--- src/design/hevm_pkg.sv ---
// ----------------------------------------------------------------------------
// hevm_pkg: shared types and constants for the haptic voice mixer
// Payload structs, item codes, controller states, command/status bundles.
// ----------------------------------------------------------------------------
package hevm_pkg;

  localparam int MAX_VOICES_DEF  = 20;
  localparam int MAX_STEPS_DEF   = 256;
  localparam int NUM_EFFECTS_DEF = 16;

  localparam int FUNC_W  = 3;
  localparam int EID_W   = 4;
  localparam int GAIN_W  = 12;
  localparam int SIDX_W  = 8;
  localparam int AMP_W   = 8;
  localparam int LEN_W   = 9;
  localparam int STR_W   = 12;
  localparam int DRIVE_W = 8;
  // drive = (sum * strength) >> FRAC_W
  localparam int FRAC_W  = 16;

  localparam logic [STR_W-1:0] STRENGTH_RESET = 12'd256;

  // item codes
  localparam logic [FUNC_W-1:0] FUNC_UPDATE     = 3'd0;
  localparam logic [FUNC_W-1:0] FUNC_TRIGGER    = 3'd1;
  localparam logic [FUNC_W-1:0] FUNC_STOP       = 3'd2;
  localparam logic [FUNC_W-1:0] FUNC_SET_LENGTH = 3'd3;
  localparam logic [FUNC_W-1:0] FUNC_WRITE_STEP = 3'd4;

  typedef struct packed {
    logic [FUNC_W-1:0] func;
    logic              hand;
    logic              advance;
    logic [EID_W-1:0]  effect_id;
    logic [GAIN_W-1:0] gain;
    logic [SIDX_W-1:0] step_index;
    logic [AMP_W-1:0]  step_amplitude;
    logic [LEN_W-1:0]  length;
  } in_t;

  typedef struct packed {
    logic               out_hand;
    logic [DRIVE_W-1:0] drive;
    logic               last;
  } out_t;

  typedef enum logic [5:0] {
    ST_IDLE  = 6'b000001,
    ST_VREAD = 6'b000010,
    ST_VCHK  = 6'b000100,
    ST_VACC  = 6'b001000,
    ST_SCALE = 6'b010000,
    ST_EMIT  = 6'b100000
  } state_e;

  // controller -> datapath
  typedef struct packed {
    logic accept;     // input transaction taken this cycle
    logic vrd;        // read voice k, k++
    logic chk;        // keep voice: write back at w, w++, read envelope byte
    logic acc;        // sum += envelope * gain
    logic scale;      // scaled = sum * strength
    logic emit;       // load output register, store compacted count
    logic next_hand;  // move on to hand 1
  } cmd_t;

  // datapath -> controller
  typedef struct packed {
    logic op_update;
    logic op_stop;
    logic k_done;
    logic live;
    logic out_free;
    logic last_hand;
  } sts_t;

endpackage

--- src/design/hevm_ctrl.sv ---
// ----------------------------------------------------------------------------
// hevm_ctrl: sequencing state machine of the haptic voice mixer
// Walks the voice list of each hand and orders scale and emit.
// ----------------------------------------------------------------------------
module hevm_ctrl (
  input  logic            clk_i,
  input  logic            rst_ni,
  input  logic            in_valid_i,
  output logic            in_stall_o,
  input  hevm_pkg::sts_t  sts_i,
  output hevm_pkg::cmd_t  cmd_o
);

  hevm_pkg::state_e state_q, state_d;

  always_ff @(posedge clk_i or negedge rst_ni) begin
    if (!rst_ni) begin
      state_q <= hevm_pkg::ST_IDLE;
    end else begin
      state_q <= state_d;
    end
  end

  assign in_stall_o = (state_q != hevm_pkg::ST_IDLE);

  always_comb begin
    state_d = state_q;
    cmd_o   = '0;
    case (state_q)
      hevm_pkg::ST_IDLE: begin
        if (in_valid_i) begin
          cmd_o.accept = 1'b1;
          if (sts_i.op_update) begin
            state_d = hevm_pkg::ST_VREAD;
          end else if (sts_i.op_stop) begin
            state_d = hevm_pkg::ST_EMIT;
          end
        end
      end
      hevm_pkg::ST_VREAD: begin
        if (sts_i.k_done) begin
          state_d = hevm_pkg::ST_SCALE;
        end else begin
          cmd_o.vrd = 1'b1;
          state_d   = hevm_pkg::ST_VCHK;
        end
      end
      hevm_pkg::ST_VCHK: begin
        if (sts_i.live) begin
          cmd_o.chk = 1'b1;
          state_d   = hevm_pkg::ST_VACC;
        end else if (sts_i.k_done) begin
          state_d = hevm_pkg::ST_SCALE;
        end else begin
          cmd_o.vrd = 1'b1;
        end
      end
      hevm_pkg::ST_VACC: begin
        cmd_o.acc = 1'b1;
        if (sts_i.k_done) begin
          state_d = hevm_pkg::ST_SCALE;
        end else begin
          cmd_o.vrd = 1'b1;
          state_d   = hevm_pkg::ST_VCHK;
        end
      end
      hevm_pkg::ST_SCALE: begin
        cmd_o.scale = 1'b1;
        state_d     = hevm_pkg::ST_EMIT;
      end
      hevm_pkg::ST_EMIT: begin
        if (sts_i.out_free) begin
          cmd_o.emit = 1'b1;
          if (sts_i.last_hand) begin
            state_d = hevm_pkg::ST_IDLE;
          end else begin
            cmd_o.next_hand = 1'b1;
            state_d         = hevm_pkg::ST_VREAD;
          end
        end
      end
      default: begin
        state_d = hevm_pkg::ST_IDLE;
      end
    endcase
  end

endmodule

--- config.mk ---
export PLATFORM = sky130hd
export DESIGN_NAME = hevm_ctrl
export DESIGN_NICKNAME = d
export VERILOG_FILES = /design/src/design/hevm_pkg.sv /design/src/design/hevm_ctrl.sv
export SDC_FILE = /design/constraint.sdc
export NUM_CORES = 1
export LEC_CHECK = 0
export BUFFER_PORTS_ARGS = -buffer_cell sky130_fd_sc_hd__buf_2
export CAP_MARGIN = 20
export CORE_AREA = 2 2 39 41
export CTS_BUF_LIST = sky130_fd_sc_hd__clkbuf_16
export DETAILED_ROUTE_END_ITERATION = 16
export DIE_AREA = 0 0 41 43
export PLACE_DENSITY = 0.74
export SETUP_SLACK_MARGIN = 0.15
export SLEW_MARGIN = 20
export SYNTH_ARGS = -nofsm -noshare
export SYNTH_HDL_FRONTEND = slang
export SYNTH_SLANG_ARGS = --single-unit
--- constraint.sdc ---
create_clock -name clk_i -period 1.3 [get_ports clk_i]
set_input_delay 0.065 -clock clk_i [delete_from_list [all_inputs] [get_ports clk_i]]
set_output_delay 0.065 -clock clk_i [all_outputs]
set_load 0.1 [all_outputs]
# --- Word-level counts from Yosys, hierarchy flattened ---
# Index checks and enable logic that the tools add are counted.
classes:
  eq_ne: 11
  mux: 21
  n_reduce_logical: 2
ops:
  columns: ["op", "n"]
  rows:
  - ["$mux W6", 6]
  - ["$pmux W6 S5", 1]
  - ["$mux W1", 9]
  - ["$eq A6 B1 Y1 const B", 1]
  - ["$eq A6 B2 Y1 const B", 1]
  - ["$eq A6 B3 Y1 const B", 1]
  - ["$eq A6 B4 Y1 const B", 1]
  - ["$eq A6 B5 Y1 const B", 1]
  - ["$eq A6 B6 Y1 const B", 1]
  - ["$mux W2", 3]
  - ["$ne A3 B3 Y1 const B", 2]
  - ["$ne A6 B1 Y1 const B", 1]
  - ["$mux W5", 1]
  - ["$ne A2 B2 Y1 const B", 2]
  - ["$reduce_and A4 Y1", 1]
  - ["$pmux W1 S2", 1]
  - ["$reduce_or A2 Y1", 1]
word_totals:
  ff_bits: 6
  inputBits: 9
  output_inout_bits: 8
  word_cells: 35

# --- Logic depth before layout (Yosys ltp) ---
# Gate-level depths: netlist (run 1).
depth:
  ltp_word: 4
  mapped_depth: 4
  ltp_nobuf: 4

# --- Worst setup path before layout (run 1) ---
# OpenSTA, ideal clock, no wires.
synth_path:
  path_type: "flip-flop to output port"
  start: "reg state_q[4]"
  end: "out cmd_o[0] in the netlist's numbering"
  arrival_ns: 2.162
  t_required_ns: 1.235
  setup_slack_ns: -0.927
  stages_incl_launch_ff: 4
  path_buffers: 0
  path_cell_list: "dfrtp_1 > nor4b_2 > and3_2 > and2_1"
synth_rtl:
  columns: ["item", "line_no", "rtl"]
  rows:
  - ["start: declaration", "hevm_ctrl.sv:14", "hevm_pkg::state_e state_q, state_d;"]
  - ["start signal: assignment", "hevm_ctrl.sv:18", "state_q <= hevm_pkg::ST_IDLE;"]
  - ["start signal: assignment", "hevm_ctrl.sv:20", "state_q <= state_d;"]
  - ["end: declaration", "hevm_ctrl.sv:11", "output hevm_pkg::cmd_t cmd_o"]

==> metrics.md, run 1 <==
| Metric | Value |
|---|---|
| DP HPWL | roughly 1000 µm |
| Residual DRC count | 0 |
| Yosys cell types | 28 |
| Clk Tree Root Cell | clkbuf_16 |
| Average cell area after synthesis | 8.85 µm² |
| Proportion of layout cells with a drive suffix above 1 | about three quarters |
| Max Cap Viol | 0 |
| Biggest register | state_q |
| Post-Syn Instances | 52 |
| Antenna violations before repair | 0 |
| TritonCTS Buffers | 3 |
| Failing checks | setup timing |
| Least-Margin Pin Slew | 0.343 ns |
| I/O pin count | 17 |
| H-tree depth | 1 |
| PD cells | 2440 mW/mm² |
| Placement Setup Slack | -0.0755 ns |
| Mean routed wirelength per cell | 15.0 µm |
| Period Utilization, post-route | 121% |
| Max Clk Rate | 0.634 GHz |
| Final WL | 1700 µm |
| Fin nets | 107 |
| DRT iter0 DRCs | 17 |
| Max-slew violations | 0 |
| Most frequent cells in the layout | buf_4 (16), buf_12 (9), buf_2 (8) |
| Final Hold Viols | 0 |
| Clock latency at the later pin of the worst-skew pair | 0.23 ns |
| First-pass GRT wire length | roughly 2500 µm |
| Finished Cell Area | 0.00112 mm² |
| Worst Skew | 0.00416 ns |
| Placed cell areas | 833 µm² |
| Core ar. | ~0.0014 mm² |
| Final setup violating endpoints | 13 |
| Worst EP required | between 1 and 1.5 ns |
| CP Class | reg -> out |
| Worst IR Drop VDD | 1900 µV |
| Most common cell after layout, fill and taps aside | buf_4 |
| Initial Util | 33.3% |
| Layout Cells excl Fill | around 110 |
| Worst min-delay path category | in -> reg |
| Standard-cell rows | 14 |
| Final worst slack | -0.277 ns |
| Die height | 43 µm |
| Port Buffer Count | 16 |
| Post-layout minimum cycle time | roughly 1.6 ns |
| Vias | 611 |
| All-layer global routing usage | 21.3% |
| Status | finished, violations left |
| Overflow after GRT | 0 |
| Pleak | 0.471 nW |
| Startpoint Class | flip-flop |
| Final TNS setup | -2.70 ns |
| Critical Path Fanout Max | 5 |
| CTS sink cnt | 6 |
| Top Registers | state_q x6 |
| Synth warn | 0 |
| CTS tree | built |
| Syn_nets | 61 |
| Die ar. | about 0.0018 mm² |
| RSZ-0062 raised after global routing | true |
| CP Capture Type | output pin |
| Mapped Area | 460 µm² |
| Post-DR vias/cell | 5.41 |
| Placed cells | 95 |
| Register area share after synthesis | 32.9% |
| Routed Antenna Nets | 0 |
| # diodes | 0 |
| Area Growth Syn to Fin | 143% |
| Largest net degree at the start of global routing | 7 |
| Yosys reg bits | 6 |
| Max-Slew Margin vs Limit | 76.9% |
| Vias in the first global route | a little under 600 |
| Clock transition at path regs | 0.04 ns |
| Die X | around 40 µm |
| Routability congestion estimate | between 0.7 and 0.8 |
| Worst EP arrival | 1.51 ns |
| Longest Clk Path Bufs | 2 |
| Max reg flops | 6 |
| Layout fillers | 74 |
| DRT Pass-1 Iters | 4 |
## Yosys cell counts
cell type | number | share of area (%)
nand2_2 | 1 | 1.4
and2b_1 | 1 | 1.6
nor3_1 | 2 | 2.2
and3_1 | 3 | 4.1
inv_1 | 2 | 1.6
nor4b_2 | 1 | 3.3
o21ai_1 | 2 | 2.2
o2111a_1 | 1 | 2.4
nand2b_1 | 2 | 2.7
nand3_1 | 3 | 3.3
nor2b_1 | 2 | 2.7
o21a_1 | 2 | 3.3
nand3_2 | 1 | 2.2
and2_1 | 1 | 1.4
and2_0 | 1 | 1.4
dfstp_2 | 1 | 5.7
and3_2 | 1 | 1.6
dfrtp_1 | 5 | 27
o311ai_2 | 1 | 3.5
nand2_1 | 3 | 2.4
o31ai_1 | 1 | 1.6
o21ai_0 | 3 | 3.3
o2bb2ai_2 | 1 | 3.3
nor4_1 | 1 | 1.4
nor4_4 | 1 | 4.6
o211ai_1 | 1 | 1.6
nand3b_1 | 2 | 3.3
nor2_1 | 6 | 4.9
## path summary, 6_finish.rpt
kind / from / end / slack (ns) / cells after the start
max in group asynchronous: rst_ni / state_q[0]$_DFFE_PN1P_ / 0.86 / 2
worst min register to register: state_q[0]$_DFFE_PN1P_ / state_q[0]$_DFFE_PN1P_ / 0.70 / 2
min in group asynchronous: rst_ni / state_q[3]$_DFFE_PN0P_ / 0.22 / 2
worst max-delay path: state_q[4]$_DFFE_PN0P_ / cmd_o[0] / -0.28 / 4
worst min-delay path: sts_i[3] / state_q[2]$_DFFE_PN0P_ / 0.09 / 2
worst max register to register: state_q[3]$_DFFE_PN0P_ / state_q[4]$_DFFE_PN0P_ / -0.20 / 8
## logic make-up (layout without fill, tap and decap cells)
kind of cell | Yosys count | count (layout) | synth area share (%)
buffers and inverters | 2 | 47 | 1.63
DFF | 6 | 6 | 32.9
and+or+nand+nor | 32 | 32 | 44.3
AOI/OAI and AO/OA | 12 | 12 | 21.2
## what timing repair did
item	4_1_cts	5_1_grt
hold endpoints to repair	6	0
gates resized for setup	11	10
setup endpoints to repair	13	13
setup buffers	10	3
pin swaps	7	8
hold buffers	1	0
## layer usage
metal / wire length (µm) / up-vias / global-route usage [%] / part of all wire [%]
met2: 933 / 29 / 36.9 / 55
met1: 627 / 293 / 24.2 / 37
met5: 0 / - / 0 / 0
li1: - / 283 / - / -
met3: 83 / 6 / 2.09 / 4.9
met4: 53 / 0 / 10.0 / 3.1
## critical path, cell delays in order (launching register included)
cell and delay (ns):
dfrtp_2 0.45, nor4b_4 0.31, and3_4 0.22, and2_4 0.14
buf_12 0.16
## power by group
part / internal [mW] / switching, mW / total, mW
clock network: 0.398 / 0.0975 / 0.496
registers: 0.257 / 0.0975 / 0.354
logic: 0.933 / 0.947 / 1.88
total: 1.59 / 1.14 / 2.73
## stage by stage
step | power [mW] | utilization [%] | hold WS [ns]
after floorplan | 1.30 | - | -0.231
after global placement | 1.82 | 60.2 | -0.111
after detailed placement | 1.85 | 60.2 | -0.107
after CTS | 2.57 | 76.2 | 0.0921
after global routing | 2.86 | 80.9 | 0.109
final | 2.73 | 80.9 | 0.0921
## cell type report
class                      instances  area (µm²)  area share [%]
clock buffer                       3        75.1            6.70
clock inverter                     1        3.75           0.335
inverter                           2        11.3            1.01
multi-input combinational         44         424            37.9
sequential                         6         156            14.0
tap                               16        20.0            1.79
timing repair buffer              41         429            38.3
Note: power is estimated with default switching activity, not from simulation.
==> run 2, diff against run 1 <==
--- a/config.mk
+++ b/config.mk
@@ -7,11 +7,14 @@
 export LEC_CHECK = 0
 export BUFFER_PORTS_ARGS = -buffer_cell sky130_fd_sc_hd__buf_2
 export CAP_MARGIN = 20
-export CORE_AREA = 2 2 39 41
+export CELL_PAD_IN_SITES_DETAIL_PLACEMENT = 2
+export CELL_PAD_IN_SITES_GLOBAL_PLACEMENT = 2
+export CORE_MARGIN = 2
+export CORE_UTILIZATION = 23
 export CTS_BUF_LIST = sky130_fd_sc_hd__clkbuf_16
 export DETAILED_ROUTE_END_ITERATION = 16
-export DIE_AREA = 0 0 41 43
-export PLACE_DENSITY = 0.74
+export MAX_ROUTING_LAYER = met4
+export PLACE_DENSITY = 0.82
 export SETUP_SLACK_MARGIN = 0.15
 export SLEW_MARGIN = 20
 export SYNTH_ARGS = -nofsm -noshare
==> run 2 against run 1 <==
- register-to-register slack got worse by 0.08 ns
- largest power group unchanged
- critical endpoint unchanged
- wire length increased by 55%
- largest cell class is now multi-input gates
- the flow still finishes with violations (setup timing)
- sequential power increased by 7.6%
- clock power increased by 6.5%
- critical path depth unchanged
==> metrics.md, run 2 (synthesized netlist as in run 1, its figures left out) <==
| Metric | Value |
|---|---|
| Max reg flops | 6 (unchanged) |
| H-tree depth | 1 (unchanged) |
| Standard-cell rows | 16 (was 14) |
| Residual DRC count | 0 (unchanged) |
| Worst IR Drop VDD | 2160 µV (was 1900 µV) |
| Overflow after GRT | 0 (unchanged) |
| Vias in the first global route | 672 (was 584) |
| CTS tree | built (unchanged) |
| Post-layout minimum cycle time | 1.69 ns (was 1.58 ns) |
| Fin nets | 107 (unchanged) |
| Initial Util | 24.0% (was 33.3%) |
| Clock share of power | 18.7% (was 18.2%) |
| Final hold slack | 0.122 ns (was 0.0921 ns) |
| Final WL | 2640 µm (was 1700 µm) |
| Final worst slack | -0.386 ns (was -0.277 ns) |
| DP HPWL | 1470 µm (was 1010 µm) |
| Routed Antenna Nets | 0 (unchanged) |
| Placed cell areas | 817 µm² (was 833 µm²) |
| Die height | 48.7 µm (was 43 µm) |
| Final Hold Viols | 0 (unchanged) |
| Proportion of layout cells with a drive suffix above 1 | 79.4% (was 75.3%) |
| Clock latency at the later pin of the worst-skew pair | 0.24 ns (was 0.23 ns) |
| Total internal power | 1.56 mW (was 1.59 mW) |
| Max Cap Viol | 0 (unchanged) |
| Worst EP required | 1.24 ns (about the same) |
| Pleak | 0.476 nW (was 0.471 nW) |
| Pwr Total | 2.83 mW (was 2.73 mW) |
| Comb power frac | 67.9% (was 68.9%) |
| Worst EP arrival | 1.62 ns (was 1.51 ns) |
| CP Class | reg -> out (unchanged) |
| Seq pwr share | 13.5% (was 13.0%) |
| Port Buffer Count | 16 (unchanged) |
| Largest net degree at the start of global routing | 8 (was 7) |
| Worst Skew | 0.00593 ns (was 0.00416 ns) |
| Routability congestion estimate | 0.788 (was 0.741) |
| Vias | 617 (was 611) |
| Startpoint Class | flip-flop (unchanged) |
| Longest Clk Path Bufs | 2 (unchanged) |
| Least-Margin Pin Slew | 0.336 ns (was 0.343 ns) |
| Area Growth Syn to Fin | 146% (was 143%) |
| CTS sink cnt | 6 (unchanged) |
| Core ar. | 0.00192 mm² (was 0.00138 mm²) |
| Biggest register | state_q (unchanged) |
| Failing checks | setup timing (unchanged) |
| Die ar. | 0.00238 mm² (was 0.00176 mm²) |
| DRT iter0 DRCs | 3 (was 17) |
| DRT Pass-1 Iters | 2 (was 4) |
| Switching portion of total power | 45.1% (was 41.8%) |
| Period Utilization, post-route | 130% (was 121%) |
| Clock transition at path regs | 0.04 ns (about the same) |
| Top Registers | state_q x6 (unchanged) |
| Finished Cell Area | 0.00113 mm² (was 0.00112 mm²) |
| Layout fillers | 185 (was 74) |
| Critical Path Fanout Max | 6 (was 5) |
| Switch Pwr | 1.28 mW (was 1.14 mW) |
| Post-DR vias/cell | 4.98 (was 5.41) |
| Mean routed wirelength per cell | 21.3 µm (was 15.0 µm) |
| Worst min-delay path category | in -> reg (unchanged) |
| Most frequent cells in the layout | buf_4 (19), buf_2 (8), buf_12 (8) (was buf_4 (16), buf_12 (9), buf_2 (8)) |
| Most common cell after layout, fill and taps aside | buf_4 (unchanged) |
| # diodes | 0 (unchanged) |
| Max-Slew Margin vs Limit | 77.3% (was 76.9%) |
| Antenna violations before repair | 0 (unchanged) |
| TritonCTS Buffers | 3 (unchanged) |
| All-layer global routing usage | 19.7% (was 21.3%) |
| Status | finished, violations left (unchanged) |
| Multi-input gate area | 440 µm² (was 424 µm²) |
| Placement Setup Slack | -0.139 ns (was -0.0755 ns) |
| First-pass GRT wire length | 3360 µm (was 2520 µm) |
| RSZ-0062 raised after global routing | true (unchanged) |
| Placed cells | 104 (was 95) |
| Final TNS setup | -3.61 ns (was -2.70 ns) |
| PD cells | 2500 mW/mm² (was 2440 mW/mm²) |
| Layout Cells excl Fill | 124 (was 113) |
| Fin util | 58.9% (was 80.9%) |
| Die X | 48.7 µm (was 41 µm) |
| Clk Tree Root Cell | clkbuf_16 (unchanged) |
| Max-slew violations | 0 (unchanged) |
| I/O pin count | 17 (unchanged) |
| Reg area | 158 µm² (was 156 µm²) |
| CP Capture Type | output pin (unchanged) |
| Final setup violating endpoints | 13 (unchanged) |
| Max Clk Rate | 0.593 GHz (was 0.634 GHz) |
==> run 2: repair_timing <==
action                                  in CTS  in global routing
buffers inserted                             6                  9
hold buffers                                 1                  0
hold endpoints to repair                     6                  0
pin swaps                                    1                  8
gates resized for setup                     15                 11
endpoints found under the setup margin      14                 14
==> run 2: area by class of cell <==
cell class                      instances  area share, %
Multi-Input combinational cell         44           38.9
Timing Repair Buffer                   41           36.2
Sequential cell                         6           13.9
Clock buffer                            3           6.64
Tap cell                               27           2.99
Inverter                                2          0.996
Clock inverter                          1          0.332
==> run 2: worst paths after layout <==
path | startpoint | end | slack (ns) | cells after the start
worst min register to register | state_q[1]$_DFFE_PN0P_ | state_q[0]$_DFFE_PN1P_ | 0.66 | 2
worst max-delay path | state_q[3]$_DFFE_PN0P_ | cmd_o[0] | -0.39 | 4
worst min-delay path | sts_i[3] | state_q[2]$_DFFE_PN0P_ | 0.12 | 2
min in group asynchronous | rst_ni | state_q[2]$_DFFE_PN0P_ | 0.18 | 2
max in group asynchronous | rst_ni | state_q[0]$_DFFE_PN1P_ | 0.89 | 2
worst max register to register | state_q[2]$_DFFE_PN0P_ | state_q[5]$_DFFE_PN0P_ | -0.28 | 7
==> run 2: power groups by stage <==
stage | Sequential (mW) | Clock [mW] | Combinational (mW)
after CTS | 0.373 | 0.516 | 1.74
after global routing | 0.393 | 0.539 | 2.03
after floorplan | 0.336 | 0 | 0.966
after detailed placement | 0.350 | 0 | 1.39
after global placement | 0.343 | 0 | 1.33
final | 0.381 | 0.528 | 1.92
==> run 2: per-layer routing <==
| layer | GRT usage (%) | wire length (µm) | vias to the layer above |
|---|---|---|---|
| met5 | - | 0 | - |
| met4 | 8.57 | 108 | 0 |
| met3 | 3.40 | 78 | 8 |
| met2 | 36.5 | 1410 | 17 |
| met1 | 20.1 | 1040 | 309 |
| li1 | - | - | 283 |
==> run 2: critical path, stage by stage, from the launching register on <==
cell     delay [ns]
dfrtp_2        0.46
nor4b_4        0.38
and3_4         0.24
and2_4         0.14
buf_12         0.16
==> run 3, diff against run 2 <==
--- a/config.mk
+++ b/config.mk
@@ -5,16 +5,15 @@
 export SDC_FILE = /design/constraint.sdc
 export NUM_CORES = 1
 export LEC_CHECK = 0
+export ABC_CLOCK_PERIOD_IN_PS = 1300
 export BUFFER_PORTS_ARGS = -buffer_cell sky130_fd_sc_hd__buf_2
 export CAP_MARGIN = 20
-export CELL_PAD_IN_SITES_DETAIL_PLACEMENT = 2
-export CELL_PAD_IN_SITES_GLOBAL_PLACEMENT = 2
-export CORE_MARGIN = 2
-export CORE_UTILIZATION = 23
+export CORE_AREA = 2 2 39 41
 export CTS_BUF_LIST = sky130_fd_sc_hd__clkbuf_16
 export DETAILED_ROUTE_END_ITERATION = 16
+export DIE_AREA = 0 0 41 43
 export MAX_ROUTING_LAYER = met4
-export PLACE_DENSITY = 0.82
+export PLACE_DENSITY = 0.74
 export SETUP_SLACK_MARGIN = 0.15
 export SLEW_MARGIN = 20
 export SYNTH_ARGS = -nofsm -noshare
==> run 3 against run 2 <==
- the run still ends with setup timing left
- non-clock buffer count stayed put
- maximum frequency is 7.1% higher
- power is 3.7% lower
- sequential power is 7.1% lower
- worst hold slack worse by 0.030 ns
- via count is 0.81% lower
- flip-flop and latch count stayed put
- critical path depth stayed put
- clock skew is 0.0018 ns lower
- global-route usage is 2.1 points higher
- largest cell class is now buffers
- largest power group unchanged
- highest routed layer unchanged
==> metrics.md, run 3 (synthesized netlist as in run 1, its figures left out) <==
| Metric | Value |
|---|---|
| Most common cell after layout, fill and taps aside | buf_4 (unchanged) |
| Critical Path Fanout Max | 5 (was 6) |
| R2R Path End | state_q[4]$_DFFE_PN0P_ (was state_q[5]$_DFFE_PN0P_) |
| DP HPWL | 1010 µm (was 1470 µm) |
| Port Buffer Count | 16 (unchanged) |
| Die ar. | 0.00176 mm² (was 0.00238 mm²) |
| Max-Slew Margin vs Limit | 76.8% (was 77.3%) |
| Final Hold Viols | 0 (unchanged) |
| All-layer global routing usage | 21.8% (was 19.7%) |
| Vias in the first global route | 584 (was 672) |
| Failing checks | setup timing (unchanged) |
| Max-slew violations | 0 (unchanged) |
| R2r setup slk | -0.20 ns (was -0.28 ns) |
| Biggest register | state_q (unchanged) |
| Multi-input gate area | 424 µm² (was 440 µm²) |
| H-tree depth | 1 (unchanged) |
| Area Growth Syn to Fin | 143% (was 146%) |
| CTS tree | built (unchanged) |
| Max Clk Rate | 0.635 GHz (was 0.593 GHz) |
| Worst hold path endpoint | state_q[2]$_DFFE_PN0P_ (unchanged) |
| Startpoint Class | flip-flop (unchanged) |
| Clk Tree Root Cell | clkbuf_16 (unchanged) |
| TritonCTS Buffers | 3 (unchanged) |
| Least-Margin Pin Slew | 0.345 ns (was 0.336 ns) |
| Top Registers | state_q x6 (unchanged) |
| Fin util | 80.9% (was 58.9%) |
| Standard-cell rows | 14 (was 16) |
| Fin nets | 107 (unchanged) |
| Final worst slack | -0.274 ns (was -0.386 ns) |
| Die height | 43 µm (was 48.7 µm) |
| Worst IR Drop VDD | 1900 µV (was 2160 µV) |
| Max Cap Viol | 0 (unchanged) |
| CP Class | reg -> out (unchanged) |
| Clock latency at the later pin of the worst-skew pair | 0.23 ns (was 0.24 ns) |
| Max reg flops | 6 (unchanged) |
| DRT iter0 DRCs | 6 (was 3) |
| Worst Skew | 0.00416 ns (was 0.00593 ns) |
| First-pass GRT wire length | 2520 µm (was 3360 µm) |
| R2R cell count | 8 (was 7) |
| I/O pin count | 17 (unchanged) |
| Mean routed wirelength per cell | 15.0 µm (was 21.3 µm) |
| Hold Path Stages | 2 (unchanged) |
| Core ar. | 0.00138 mm² (was 0.00192 mm²) |
| Initial Util | 33.3% (was 24.0%) |
| Longest Clk Path Bufs | 2 (unchanged) |
| Routed Antenna Nets | 0 (unchanged) |
| Vias | 612 (was 617) |
| Clock transition at path regs | 0.04 ns (about the same) |
| Worst EP required | 1.24 ns (about the same) |
| DRT Pass-1 Iters | 4 (was 2) |
| Placed cell areas | 833 µm² (was 817 µm²) |
| Crit Reg-Reg Startpoint | state_q[3]$_DFFE_PN0P_ (was state_q[2]$_DFFE_PN0P_) |
| Layout fillers | 74 (was 185) |
| # diodes | 0 (unchanged) |
| Reg area | 156 µm² (was 158 µm²) |
| Final setup violating endpoints | 13 (unchanged) |
| Period Utilization, post-route | 121% (was 130%) |
| Antenna violations before repair | 0 (unchanged) |
| PD cells | 2430 mW/mm² (was 2500 mW/mm²) |
| Finished Cell Area | 0.00112 mm² (was 0.00113 mm²) |
| Worst min-delay path category | in -> reg (unchanged) |
| Hold Startpoint | sts_i[3] (unchanged) |
| Proportion of layout cells with a drive suffix above 1 | 75.3% (was 79.4%) |
| Post-DR vias/cell | 5.42 (was 4.98) |
| CP Capture Type | output pin (unchanged) |
| RSZ-0062 raised after global routing | true (unchanged) |
| Pleak | 0.471 nW (was 0.476 nW) |
| CTS sink cnt | 6 (unchanged) |
| Residual DRC count | 0 (unchanged) |
| Final WL | 1690 µm (was 2640 µm) |
| Routability congestion estimate | 0.751 (was 0.788) |
| Worst EP arrival | 1.51 ns (was 1.62 ns) |
| Status | finished, violations left (unchanged) |
| Die X | 41 µm (was 48.7 µm) |
| Largest net degree at the start of global routing | 7 (was 8) |
| Post-layout minimum cycle time | 1.57 ns (was 1.69 ns) |
| Most frequent cells in the layout | buf_4 (16), buf_12 (9), buf_2 (8) (was buf_4 (19), buf_2 (8), buf_12 (8)) |
| Overflow after GRT | 0 (unchanged) |
[run 3: worst max-delay path: stages (launching register included)]
cell and delay (ns):
dfrtp_2 0.45, nor4b_4 0.31, and3_4 0.22, and2_4 0.14, buf_12 0.16
[run 3: timing repair]
action	4_1_cts	5_1_grt
endpoints found under the setup margin	13	13
resized for setup	11	10
buffers inserted	10	3
hold buffers	1	0
hold endpoints to repair	6	0
pin swaps	7	8
[run 3: where the power goes]
group	leakage, nW	total (mW)	switching [mW]	internal [mW]
combinational	0.356	1.88	0.944	0.933
sequential	0.0724	0.354	0.0966	0.257
clock	0.0423	0.496	0.0975	0.398
[run 3: layout make-up]
cell class	instances	share of cell area [%]
inverters	2	1.01
well taps	16	1.79
clock buffers	3	6.70
repair buffers	41	38.3
multi-input cells	44	37.9
clock inverters	1	0.335
flip-flops and latches	6	14.0
[run 3: worst max-delay path by stage]
stage,from,endpoint,slack (ns),cells after the start
final,state_q[4]$_DFFE_PN0P_,cmd_o[0],-0.27,4
after global routing,state_q[4]$_DFFE_PN0P_,cmd_o[0],-0.35,4
after CTS,state_q[3]$_DFFE_PN0P_,cmd_o[0],-0.27,4
after detailed placement,state_q[5]$_DFFE_PN0P_,state_q[5]$_DFFE_PN0P_,-0.08,4
after global placement,state_q[5]$_DFFE_PN0P_,state_q[5]$_DFFE_PN0P_,-0.06,4
after floorplan,state_q[2]$_DFFE_PN0P_,cmd_o[0],-0.34,3
[run 3: through the flow]
stage                     cells  power [mW]  TNS, ns  worst slack, ns  hold slack (ns)
after floorplan              52        1.30    -1.05           -0.336           -0.231
after global placement       95        1.82   -0.272          -0.0610           -0.111
after detailed placement     95        1.85   -0.549          -0.0755           -0.107
after CTS                   110        2.57    -2.30           -0.272           0.0921
after global routing        113        2.86    -3.53           -0.353            0.109
final                       113        2.73    -2.67           -0.274           0.0921
[run 3: layer usage]
layer	routed length [µm]	GRT usage, %
met1	640	24.2
met2	909	36.9
met3	70	2.09
met4	74	10.0
met5	0	-
